[src/rtl/rgbyuv_pkg.sv]
`default_nettype none
package rgbyuv_pkg;

	// configuration register widths and indexes
	localparam int PPR_W       = 12;
	localparam int ROWS_W      = 13;
	localparam int CFG_DATA_W  = 13;
	localparam int CFG_IDX_W   = 1;

	localparam logic [CFG_IDX_W-1:0] REG_PAIRS_PER_ROW = 1'b0;
	localparam logic [CFG_IDX_W-1:0] REG_FRAME_ROWS    = 1'b1;

	localparam logic [PPR_W-1:0]  PPR_RESET  = 12'd320;
	localparam logic [ROWS_W-1:0] ROWS_RESET = 13'd480;

	// luma coefficients, 8.16 fixed point
	localparam logic [23:0] COEF_B      = 24'd6416;
	localparam logic [23:0] COEF_G      = 24'd33039;
	localparam logic [23:0] COEF_R      = 24'd16829;
	localparam logic [23:0] LUMA_OFFSET = 24'h108000;

	// chroma constants
	localparam logic [24:0]        CHROMA_SCALE = 25'd38155;
	localparam logic [9:0]         LUMA_FLOOR2  = 10'd32;
	localparam logic signed [27:0] U_MULT       = 28'sd507;
	localparam logic signed [27:0] V_MULT       = 28'sd642;
	// chroma offset plus rounding half
	localparam logic signed [27:0] CHROMA_BIAS  = 28'sh0808000;

	// one pair with its row class, passed from front to back
	typedef struct packed {
		logic [7:0] blue_a;
		logic [7:0] green_a;
		logic [7:0] red_a;
		logic [7:0] blue_b;
		logic [7:0] green_b;
		logic [7:0] red_b;
		logic       even_row;
		logic       frame_end;
	} pair_word_t;

endpackage
`default_nettype wire

[src/rtl/rgbyuv_front.sv]
`default_nettype none
module rgbyuv_front #(
	parameter int MAX_PAIRS_PER_ROW = 2048,
	parameter int MAX_ROWS          = 4096
) (
	input  wire logic                               clk,
	input  wire logic                               arst_n,
	input  wire logic                               cfg_we,
	input  wire logic [rgbyuv_pkg::CFG_IDX_W-1:0]   cfg_index,
	input  wire logic [rgbyuv_pkg::CFG_DATA_W-1:0]  cfg_data,
	input  wire logic                               in_valid,
	input  wire logic                               queue_full,
	input  wire logic [7:0]                         blue_a,
	input  wire logic [7:0]                         green_a,
	input  wire logic [7:0]                         red_a,
	input  wire logic [7:0]                         blue_b,
	input  wire logic [7:0]                         green_b,
	input  wire logic [7:0]                         red_b,
	output logic                                    push,
	output rgbyuv_pkg::pair_word_t                  push_word
);

	localparam int PW = (MAX_PAIRS_PER_ROW > 1) ? $clog2(MAX_PAIRS_PER_ROW) : 1;
	localparam int RW = (MAX_ROWS > 1) ? $clog2(MAX_ROWS) : 1;

	logic [rgbyuv_pkg::PPR_W-1:0]  ppr_q;
	logic [rgbyuv_pkg::ROWS_W-1:0] rows_q;
	logic [PW-1:0]                 pair_cnt_q;
	logic [RW-1:0]                 row_cnt_q;
	logic [31:0]                   ppr_eff;
	logic [31:0]                   rows_eff;
	logic                          last_pair;
	logic                          last_row;

	// configuration registers
	always_ff @(posedge clk or negedge arst_n) begin
		if (!arst_n) begin
			ppr_q  <= rgbyuv_pkg::PPR_RESET;
			rows_q <= rgbyuv_pkg::ROWS_RESET;
		end else if (cfg_we) begin
			case (cfg_index)
				rgbyuv_pkg::REG_PAIRS_PER_ROW: ppr_q <= cfg_data[rgbyuv_pkg::PPR_W-1:0];
				rgbyuv_pkg::REG_FRAME_ROWS:    rows_q <= cfg_data;
				default: ;
			endcase
		end
	end

	// effective lengths: zero counts as one, oversize clamps
	always_comb begin
		if (ppr_q == '0)
			ppr_eff = 32'd1;
		else if (32'(ppr_q) > 32'(MAX_PAIRS_PER_ROW))
			ppr_eff = 32'(MAX_PAIRS_PER_ROW);
		else
			ppr_eff = 32'(ppr_q);
		if (rows_q == '0)
			rows_eff = 32'd1;
		else if (32'(rows_q) > 32'(MAX_ROWS))
			rows_eff = 32'(MAX_ROWS);
		else
			rows_eff = 32'(rows_q);
	end

	assign last_pair = 32'(pair_cnt_q) >= (ppr_eff - 32'd1);
	assign last_row  = 32'(row_cnt_q) >= (rows_eff - 32'd1);

	assign push = in_valid && !queue_full;

	// classify the word
	always_comb begin
		push_word.blue_a    = blue_a;
		push_word.green_a   = green_a;
		push_word.red_a     = red_a;
		push_word.blue_b    = blue_b;
		push_word.green_b   = green_b;
		push_word.red_b     = red_b;
		push_word.even_row  = ~row_cnt_q[0];
		push_word.frame_end = last_pair && last_row;
	end

	// column and row counters
	always_ff @(posedge clk or negedge arst_n) begin
		if (!arst_n) begin
			pair_cnt_q <= '0;
			row_cnt_q  <= '0;
		end else if (push) begin
			if (last_pair) begin
				pair_cnt_q <= '0;
				row_cnt_q  <= last_row ? '0 : row_cnt_q + 1'b1;
			end else begin
				pair_cnt_q <= pair_cnt_q + 1'b1;
			end
		end
	end

endmodule
`default_nettype wire

[src/rtl/rgbyuv_fifo.sv]
`default_nettype none
module rgbyuv_fifo (
	input  wire logic                   clk,
	input  wire logic                   arst_n,
	input  wire logic                   push,
	input  wire rgbyuv_pkg::pair_word_t push_word,
	input  wire logic                   pop,
	output rgbyuv_pkg::pair_word_t      pop_word,
	output logic                        full,
	output logic                        empty
);

	localparam int DEPTH = 4;
	localparam int AW    = $clog2(DEPTH);

	rgbyuv_pkg::pair_word_t mem_q [DEPTH];
	logic [AW-1:0]          wr_ptr_q;
	logic [AW-1:0]          rd_ptr_q;
	logic [AW:0]            count_q;

	assign full     = count_q == (AW+1)'(DEPTH);
	assign empty    = count_q == '0;
	assign pop_word = mem_q[rd_ptr_q];

	// storage
	always_ff @(posedge clk) begin
		if (push)
			mem_q[wr_ptr_q] <= push_word;
	end

	// pointers and fill count
	always_ff @(posedge clk or negedge arst_n) begin
		if (!arst_n) begin
			wr_ptr_q <= '0;
			rd_ptr_q <= '0;
			count_q  <= '0;
		end else begin
			if (push)
				wr_ptr_q <= wr_ptr_q + 1'b1;
			if (pop)
				rd_ptr_q <= rd_ptr_q + 1'b1;
			if (push && !pop)
				count_q <= count_q + 1'b1;
			else if (pop && !push)
				count_q <= count_q - 1'b1;
		end
	end

endmodule
`default_nettype wire

[src/rtl/rgbyuv_back.sv]
`default_nettype none
module rgbyuv_back (
	input  wire logic                   clk,
	input  wire logic                   arst_n,
	input  wire logic                   queue_empty,
	input  wire rgbyuv_pkg::pair_word_t pop_word,
	output logic                        pop,
	output logic                        out_valid,
	input  wire logic                   out_stall,
	output logic [7:0]                  luma_a,
	output logic [7:0]                  luma_b,
	output logic [7:0]                  chroma_u,
	output logic [7:0]                  chroma_v,
	output logic                        chroma_valid,
	output logic                        frame_end
);

	logic advance;

	logic              valid_s1, valid_s2, valid_s3;
	logic [7:0]        ya_s1, yb_s1, ya_s2, yb_s2, ya_s3, yb_s3;
	logic [8:0]        bsum_s1, rsum_s1;
	logic              even_s1, even_s2, even_s3;
	logic              fend_s1, fend_s2, fend_s3;
	logic signed [26:0] diff_u_s2, diff_v_s2;
	logic signed [27:0] prod_u_s3, prod_v_s3;

	logic [23:0]        sum_a, sum_b;
	logic [9:0]         ysum;
	logic [24:0]        scaled;
	logic signed [16:0] sh_u, sh_v;
	logic signed [27:0] rnd_u, rnd_v;
	logic [7:0]         sat_u, sat_v;

	logic       out_valid_q;
	logic [7:0] luma_a_q, luma_b_q, chroma_u_q, chroma_v_q;
	logic       chroma_valid_q, frame_end_q;

	// whole pipe moves when the output register is free or being taken
	assign advance = !out_valid_q || !out_stall;
	assign pop     = advance && !queue_empty;

	// stage 1 logic: luma of both pixels
	always_comb begin
		sum_a = rgbyuv_pkg::COEF_B * 24'(pop_word.blue_a)
			+ rgbyuv_pkg::COEF_G * 24'(pop_word.green_a)
			+ rgbyuv_pkg::COEF_R * 24'(pop_word.red_a)
			+ rgbyuv_pkg::LUMA_OFFSET;
		sum_b = rgbyuv_pkg::COEF_B * 24'(pop_word.blue_b)
			+ rgbyuv_pkg::COEF_G * 24'(pop_word.green_b)
			+ rgbyuv_pkg::COEF_R * 24'(pop_word.red_b)
			+ rgbyuv_pkg::LUMA_OFFSET;
	end

	// stage 2 logic: luma-scaled term and color differences
	always_comb begin
		ysum   = 10'(ya_s1) + 10'(yb_s1) - rgbyuv_pkg::LUMA_FLOOR2;
		scaled = 25'(ysum) * rgbyuv_pkg::CHROMA_SCALE;
	end

	// stage 3 logic: floor shift by 10
	assign sh_u = diff_u_s2[26:10];
	assign sh_v = diff_v_s2[26:10];

	// output logic: offset, round, saturate
	always_comb begin
		rnd_u = prod_u_s3 + rgbyuv_pkg::CHROMA_BIAS;
		rnd_v = prod_v_s3 + rgbyuv_pkg::CHROMA_BIAS;
		if (!even_s3 || rnd_u[27])
			sat_u = 8'd0;
		else if (rnd_u[26:24] != 3'd0)
			sat_u = 8'd255;
		else
			sat_u = rnd_u[23:16];
		if (!even_s3 || rnd_v[27])
			sat_v = 8'd0;
		else if (rnd_v[26:24] != 3'd0)
			sat_v = 8'd255;
		else
			sat_v = rnd_v[23:16];
	end

	// pipeline valids
	always_ff @(posedge clk or negedge arst_n) begin
		if (!arst_n) begin
			valid_s1    <= 1'b0;
			valid_s2    <= 1'b0;
			valid_s3    <= 1'b0;
			out_valid_q <= 1'b0;
		end else if (advance) begin
			valid_s1    <= pop;
			valid_s2    <= valid_s1;
			valid_s3    <= valid_s2;
			out_valid_q <= valid_s3;
		end
	end

	// pipeline payload
	always_ff @(posedge clk) begin
		if (advance) begin
			ya_s1   <= sum_a[23:16];
			yb_s1   <= sum_b[23:16];
			bsum_s1 <= 9'(pop_word.blue_a) + 9'(pop_word.blue_b);
			rsum_s1 <= 9'(pop_word.red_a) + 9'(pop_word.red_b);
			even_s1 <= pop_word.even_row;
			fend_s1 <= pop_word.frame_end;

			ya_s2     <= ya_s1;
			yb_s2     <= yb_s1;
			even_s2   <= even_s1;
			fend_s2   <= fend_s1;
			diff_u_s2 <= $signed(27'({bsum_s1, 15'b0})) - $signed(27'(scaled));
			diff_v_s2 <= $signed(27'({rsum_s1, 15'b0})) - $signed(27'(scaled));

			ya_s3     <= ya_s2;
			yb_s3     <= yb_s2;
			even_s3   <= even_s2;
			fend_s3   <= fend_s2;
			prod_u_s3 <= 28'(sh_u) * rgbyuv_pkg::U_MULT;
			prod_v_s3 <= 28'(sh_v) * rgbyuv_pkg::V_MULT;

			luma_a_q       <= ya_s3;
			luma_b_q       <= yb_s3;
			chroma_u_q     <= sat_u;
			chroma_v_q     <= sat_v;
			chroma_valid_q <= even_s3;
			frame_end_q    <= fend_s3;
		end
	end

	assign out_valid    = out_valid_q;
	assign luma_a       = luma_a_q;
	assign luma_b       = luma_b_q;
	assign chroma_u     = chroma_u_q;
	assign chroma_v     = chroma_v_q;
	assign chroma_valid = chroma_valid_q;
	assign frame_end    = frame_end_q;

endmodule
`default_nettype wire

[src/rtl/rgb24_to_yuv420_converter_top.sv]
// RGB24 to YUV 4:2:0 converter, BT.601 studio range. One word in is a horizontal
// pair of BGR pixels in scan order; one word out carries both luma samples and, on
// even rows, one U and one V sample (zero with chroma_valid low on odd rows), plus
// a frame_end flag on the last pair of the frame. Sustained rate is one pair per
// clock while out_stall stays low: the front counts columns and rows and tags each
// word, a four-deep queue holds it, and a four-stage back pipeline (luma, chroma
// difference, chroma multiply, round and saturate) works on one word per stage.
// The user must write pairs_per_row and frame_rows through cfg_we/cfg_index/
// cfg_data only while the block is idle; the block itself does not enforce this.
// Zero counts as one and values above the maximum parameters clamp to them.
`default_nettype none
module rgb24_to_yuv420_converter_top #(
	parameter int MAX_PAIRS_PER_ROW = 2048,
	parameter int MAX_ROWS          = 4096
) (
	input  wire logic                              clk,
	input  wire logic                              arst_n,
	input  wire logic                              cfg_we,
	input  wire logic [rgbyuv_pkg::CFG_IDX_W-1:0]  cfg_index,
	input  wire logic [rgbyuv_pkg::CFG_DATA_W-1:0] cfg_data,
	input  wire logic                              in_valid,
	output logic                                   in_stall,
	input  wire logic [7:0]                        blue_a,
	input  wire logic [7:0]                        green_a,
	input  wire logic [7:0]                        red_a,
	input  wire logic [7:0]                        blue_b,
	input  wire logic [7:0]                        green_b,
	input  wire logic [7:0]                        red_b,
	output logic                                   out_valid,
	input  wire logic                              out_stall,
	output logic [7:0]                             luma_a,
	output logic [7:0]                             luma_b,
	output logic [7:0]                             chroma_u,
	output logic [7:0]                             chroma_v,
	output logic                                   chroma_valid,
	output logic                                   frame_end
);

	logic                   push;
	logic                   pop;
	logic                   queue_full;
	logic                   queue_empty;
	rgbyuv_pkg::pair_word_t push_word;
	rgbyuv_pkg::pair_word_t pop_word;

	assign in_stall = queue_full;

	// counters and classification
	rgbyuv_front #(
		.MAX_PAIRS_PER_ROW (MAX_PAIRS_PER_ROW),
		.MAX_ROWS          (MAX_ROWS)
	) u_front (
		.clk        (clk),
		.arst_n     (arst_n),
		.cfg_we     (cfg_we),
		.cfg_index  (cfg_index),
		.cfg_data   (cfg_data),
		.in_valid   (in_valid),
		.queue_full (queue_full),
		.blue_a     (blue_a),
		.green_a    (green_a),
		.red_a      (red_a),
		.blue_b     (blue_b),
		.green_b    (green_b),
		.red_b      (red_b),
		.push       (push),
		.push_word  (push_word)
	);

	// decoupling queue
	rgbyuv_fifo u_fifo (
		.clk       (clk),
		.arst_n    (arst_n),
		.push      (push),
		.push_word (push_word),
		.pop       (pop),
		.pop_word  (pop_word),
		.full      (queue_full),
		.empty     (queue_empty)
	);

	// color math pipeline
	rgbyuv_back u_back (
		.clk          (clk),
		.arst_n       (arst_n),
		.queue_empty  (queue_empty),
		.pop_word     (pop_word),
		.pop          (pop),
		.out_valid    (out_valid),
		.out_stall    (out_stall),
		.luma_a       (luma_a),
		.luma_b       (luma_b),
		.chroma_u     (chroma_u),
		.chroma_v     (chroma_v),
		.chroma_valid (chroma_valid),
		.frame_end    (frame_end)
	);

endmodule
`default_nettype wire

[config.mk]
export PLATFORM = sky130hd
export DESIGN_NAME = rgb24_to_yuv420_converter_top
export DESIGN_NICKNAME = d
export VERILOG_FILES = /design/src/rtl/rgbyuv_pkg.sv /design/src/rtl/rgbyuv_front.sv /design/src/rtl/rgbyuv_fifo.sv /design/src/rtl/rgbyuv_back.sv /design/src/rtl/rgb24_to_yuv420_converter_top.sv
export SDC_FILE = /design/constraint.sdc
export NUM_CORES = 2
export LEC_CHECK = 0
export BUFFER_PORTS_ARGS = -buffer_cell sky130_fd_sc_hd__clkbuf_2
export CAP_MARGIN = 40
export CORE_MARGIN = 2
export CORE_UTILIZATION = 30
export DETAILED_ROUTE_END_ITERATION = 12
export PLACE_DENSITY_LB_ADDON = 0.2
export SYNTH_ARGS = -nofsm -noshare
export SYNTH_HDL_FRONTEND = slang
export SYNTH_SLANG_ARGS = --single-unit
[constraint.sdc]
create_clock -name clk -period 10.8 [get_ports clk]
set_input_delay 2.7 -clock clk [delete_from_list [all_inputs] [get_ports clk]]
set_output_delay 2.7 -clock clk [all_outputs]
set_load 0.03 [all_outputs]
==> impl_metrics.json <==
{
  "syn-num-nets": 3778,
  "synth_edf_count": 356,
  "io_pins": 103,
  "grt_pass1_vias": 21100,
  "fin_crit_sh": 0.814,
  "grt_remaining_overflow": 0,
  "drv_slew": 0,
  "root_buffer": "clkbuf_16",
  "grt_max_degree": 66,
  "cts_buffers": 50,
  "dr.first_iter.drc_count": 695,
  "htreeDepth": 2,
  "vias_per_cell": 4.38,
  "clkTransAtPathRegs_ns": 0.06,
  "synth-seq-cells": 415,
  "syn_avg_cell_area_um2": 12.1,
  "ctsHoldBuffers": 0,
  "row_count": 124,
  "ant_nets": 0,
  "drt_first_pass_iters": 5,
  "critPathRequiredTime_ns": 11.13,
  "ys_async_sr_fraction": 0.142,
  "synth_cells": 2853,
  "initial_core_util": 0.302,
  "timing.fmax_mhz": 114,
  "fp.dieH_um": 343,
  "cp_max_fo": 6,
  "setup_viol": 0,
  "finalClockSkew_ns": 0.0463,
  "cts_buffer_depth": 3,
  "most-common-layout-cells": "615 x inv_1, 553 x ha_1, 356 x edfxtp_1, 305 x fa_1, 103 x xnor2_1",
  "synth_cell_type_count": 80,
  "drv_cap": 0,
  "slew_headroom": 0.428,
  "min_period_ns": 8.79,
  "grt_usage": 0.125,
  "path_delay_family": "compound AO/OA/AOI/OAI gates",
  "die_width_um": 343,
  "post-cts-setup-buffers": 0,
  "via_count": 19900,
  "grt_pass1_wl_um": 116000,
  "wl_per_cell_um": 15.7,
  "dp.final_hpwl_um": 56800,
  "drc": 0,
  "totalWireLength_um": 71400,
  "critPathArrivalTime_ns": 9.13,
  "synth.yosys.seq_area_share": 0.353,
  "drive_above_1_share": 0.101,
  "areaGrowthSynthToFinish_pct": 12.2,
  "coreArea_um2": 114000,
  "numPortBuffers": 102,
  "synth.cell_area_um2": 34500,
  "crit_path_start_kind": "flop",
  "antenna_found_initial": 9,
  "postCtsResizedCells": 0,
  "path_buf_inv": 4,
  "grt_setup_unrepaired": "false",
  "hold_viol": 0,
  "outcome": "finished clean",
  "finalNetCount": 3923,
  "cts.sinks": 415,
  "crit_slowest_cell": "fa_1",
  "layout_commonest_cell": "inv_1",
  "gp_congestion": 0.792,
  "clock_latency_ns": 0.65,
  "hold_path_class": "flop to flop",
  "crit_type": "flop to flop",
  "crit_path_max_incr_delay_ns": 0.49,
  "cp_common_cell": "ha_1",
  "setup_tns_ns": 0,
  "r2r_setup_slack_ns": 2.01,
  "fp.dieArea_um2": 118000,
  "cts_tree": "built",
  "final_core_util": 0.339,
  "tightest_slew_ns": 0.855,
  "yosysWarnings": 0,
  "endpoint_kind": "flop",
  "ys.flop_type": "edfxtp_1"
}
worst register-to-register path, delay by kind of cell (launching register included):
kind | cells | cell delay (ns)
DFF | 1 | 0.40
xor gates and xnor gates | 3 | 0.64
and+or+nand+nor | 4 | 0.67
adders and majority gates | 9 | 3.24
buffers and inverters | 4 | 0.18
AOI/OAI and AO/OA | 16 | 3.34
layout make-up:
cell class	count	area, µm²
fill	11400	75400
tap	1512	1890
antenna	1	2.50
timing repair buffer	119	711
sequential	415	12200
clock buffer	59	1320
multi-input combinational	1796	19900
inverter	616	2310
clock inverter	31	382
sequential cells by signal (all words and copies together), names as in the netlist, 3 cells and up:
name and flops:
u_back.yb_s1 8, u_back.diff_u_s2 11, u_back.bsum_s1 9, u_back.luma_b 8
u_back.ya_s3 8, u_back.yb_s2 8, u_front.rows_q 13, u_fifo.count_q 3
u_back.prod_u_s3 11, u_back.ya_s1 8, u_front.ppr_q 12, u_front.pair_cnt_q 11
u_back.diff_v_s2 16, u_front.row_cnt_q 12, u_back.yb_s3 8, u_back.prod_v_s3 12
u_back.rsum_s1 9, u_back.chroma_u 8, u_back.chroma_v 8, u_back.luma_a 8
u_back.ya_s2 8, u_fifo.mem_q 200
layer usage:
layer	vias up	GRT usage	part of all wire
li1	10000	-	-
met1	9637	0.172	0.48
met2	172	0.206	0.47
met3	69	0.0229	0.034
met4	14	0.0266	0.016
met5	-	0	0.0013
worst paths after layout:
check | start | endpoint | depth (start not counted)
worst max-delay path | u_back.yb_s1[0] | u_back.diff_v_s2[24] | 36
worst min-delay path | u_back.ya_s3[6] | u_back.luma_a[6] | 0
worst max register to register | u_back.yb_s1[0] | u_back.diff_v_s2[24] | 36
worst min register to register | u_back.ya_s3[6] | u_back.luma_a[6] | 0
max in group asynchronous | arst_n | u_front.rows_q[5] | 3
min in group asynchronous | arst_n | u_fifo.count_q[2] | 3
cell families (layout without fill, tap and decap cells):
family / after synthesis / count (layout) / synth area share
adder cells (fa/ha/maj): 862 / 862 / 0.379
buffers and inverters: 642 / 825 / 0.0699
flip-flops: 415 / 415 / 0.353
AND/OR/NAND/NOR: 375 / 375 / 0.0545
AO/OA/AOI/OAI: 325 / 325 / 0.0626
XOR/XNOR: 152 / 152 / 0.0390
multiplexers: 82 / 82 / 0.0429
other: 0 / 1 / 0
synth_stat cells (34+ instances only):
| cell type | count | area (µm²) |
|---|---|---|
| mux4_2 | 50 | 1130 |
| nand3_1 | 34 | 170 |
| inv_1 | 615 | 2310 |
| a21o_1 | 41 | 308 |
| nor2_1 | 94 | 353 |
| fa_1 | 305 | 6110 |
| xnor2_1 | 103 | 902 |
| xor2_1 | 48 | 420 |
| nand2_1 | 79 | 297 |
| dfrtp_1 | 53 | 1330 |
| edfxtp_1 | 356 | 10700 |
| nor3_1 | 35 | 175 |
| o21ai_0 | 57 | 285 |
| ha_1 | 553 | 6920 |
| a21oi_1 | 97 | 485 |
stage by stage:
step / cell area [µm²] / hold slack (ns) / cells / setup slack, ns
2_1_floorplan: 34500 / 0.400 / 2853 / 2.69
5_1_grt: 38700 / 0.424 / 4548 / 1.33
6_report: 38700 / 0.419 / 4549 / 2.01
4_1_cts: 38700 / 0.419 / 4548 / 2.00
3_5_place_dp: 37000 / 0.405 / 4458 / 2.11
3_3_place_gp: 36900 / 0.404 / 4453 / 2.25
Power is left out: the tool's default activity adds up to more than one toggle a clock period on the data nets, which glitch-free logic cannot reach.
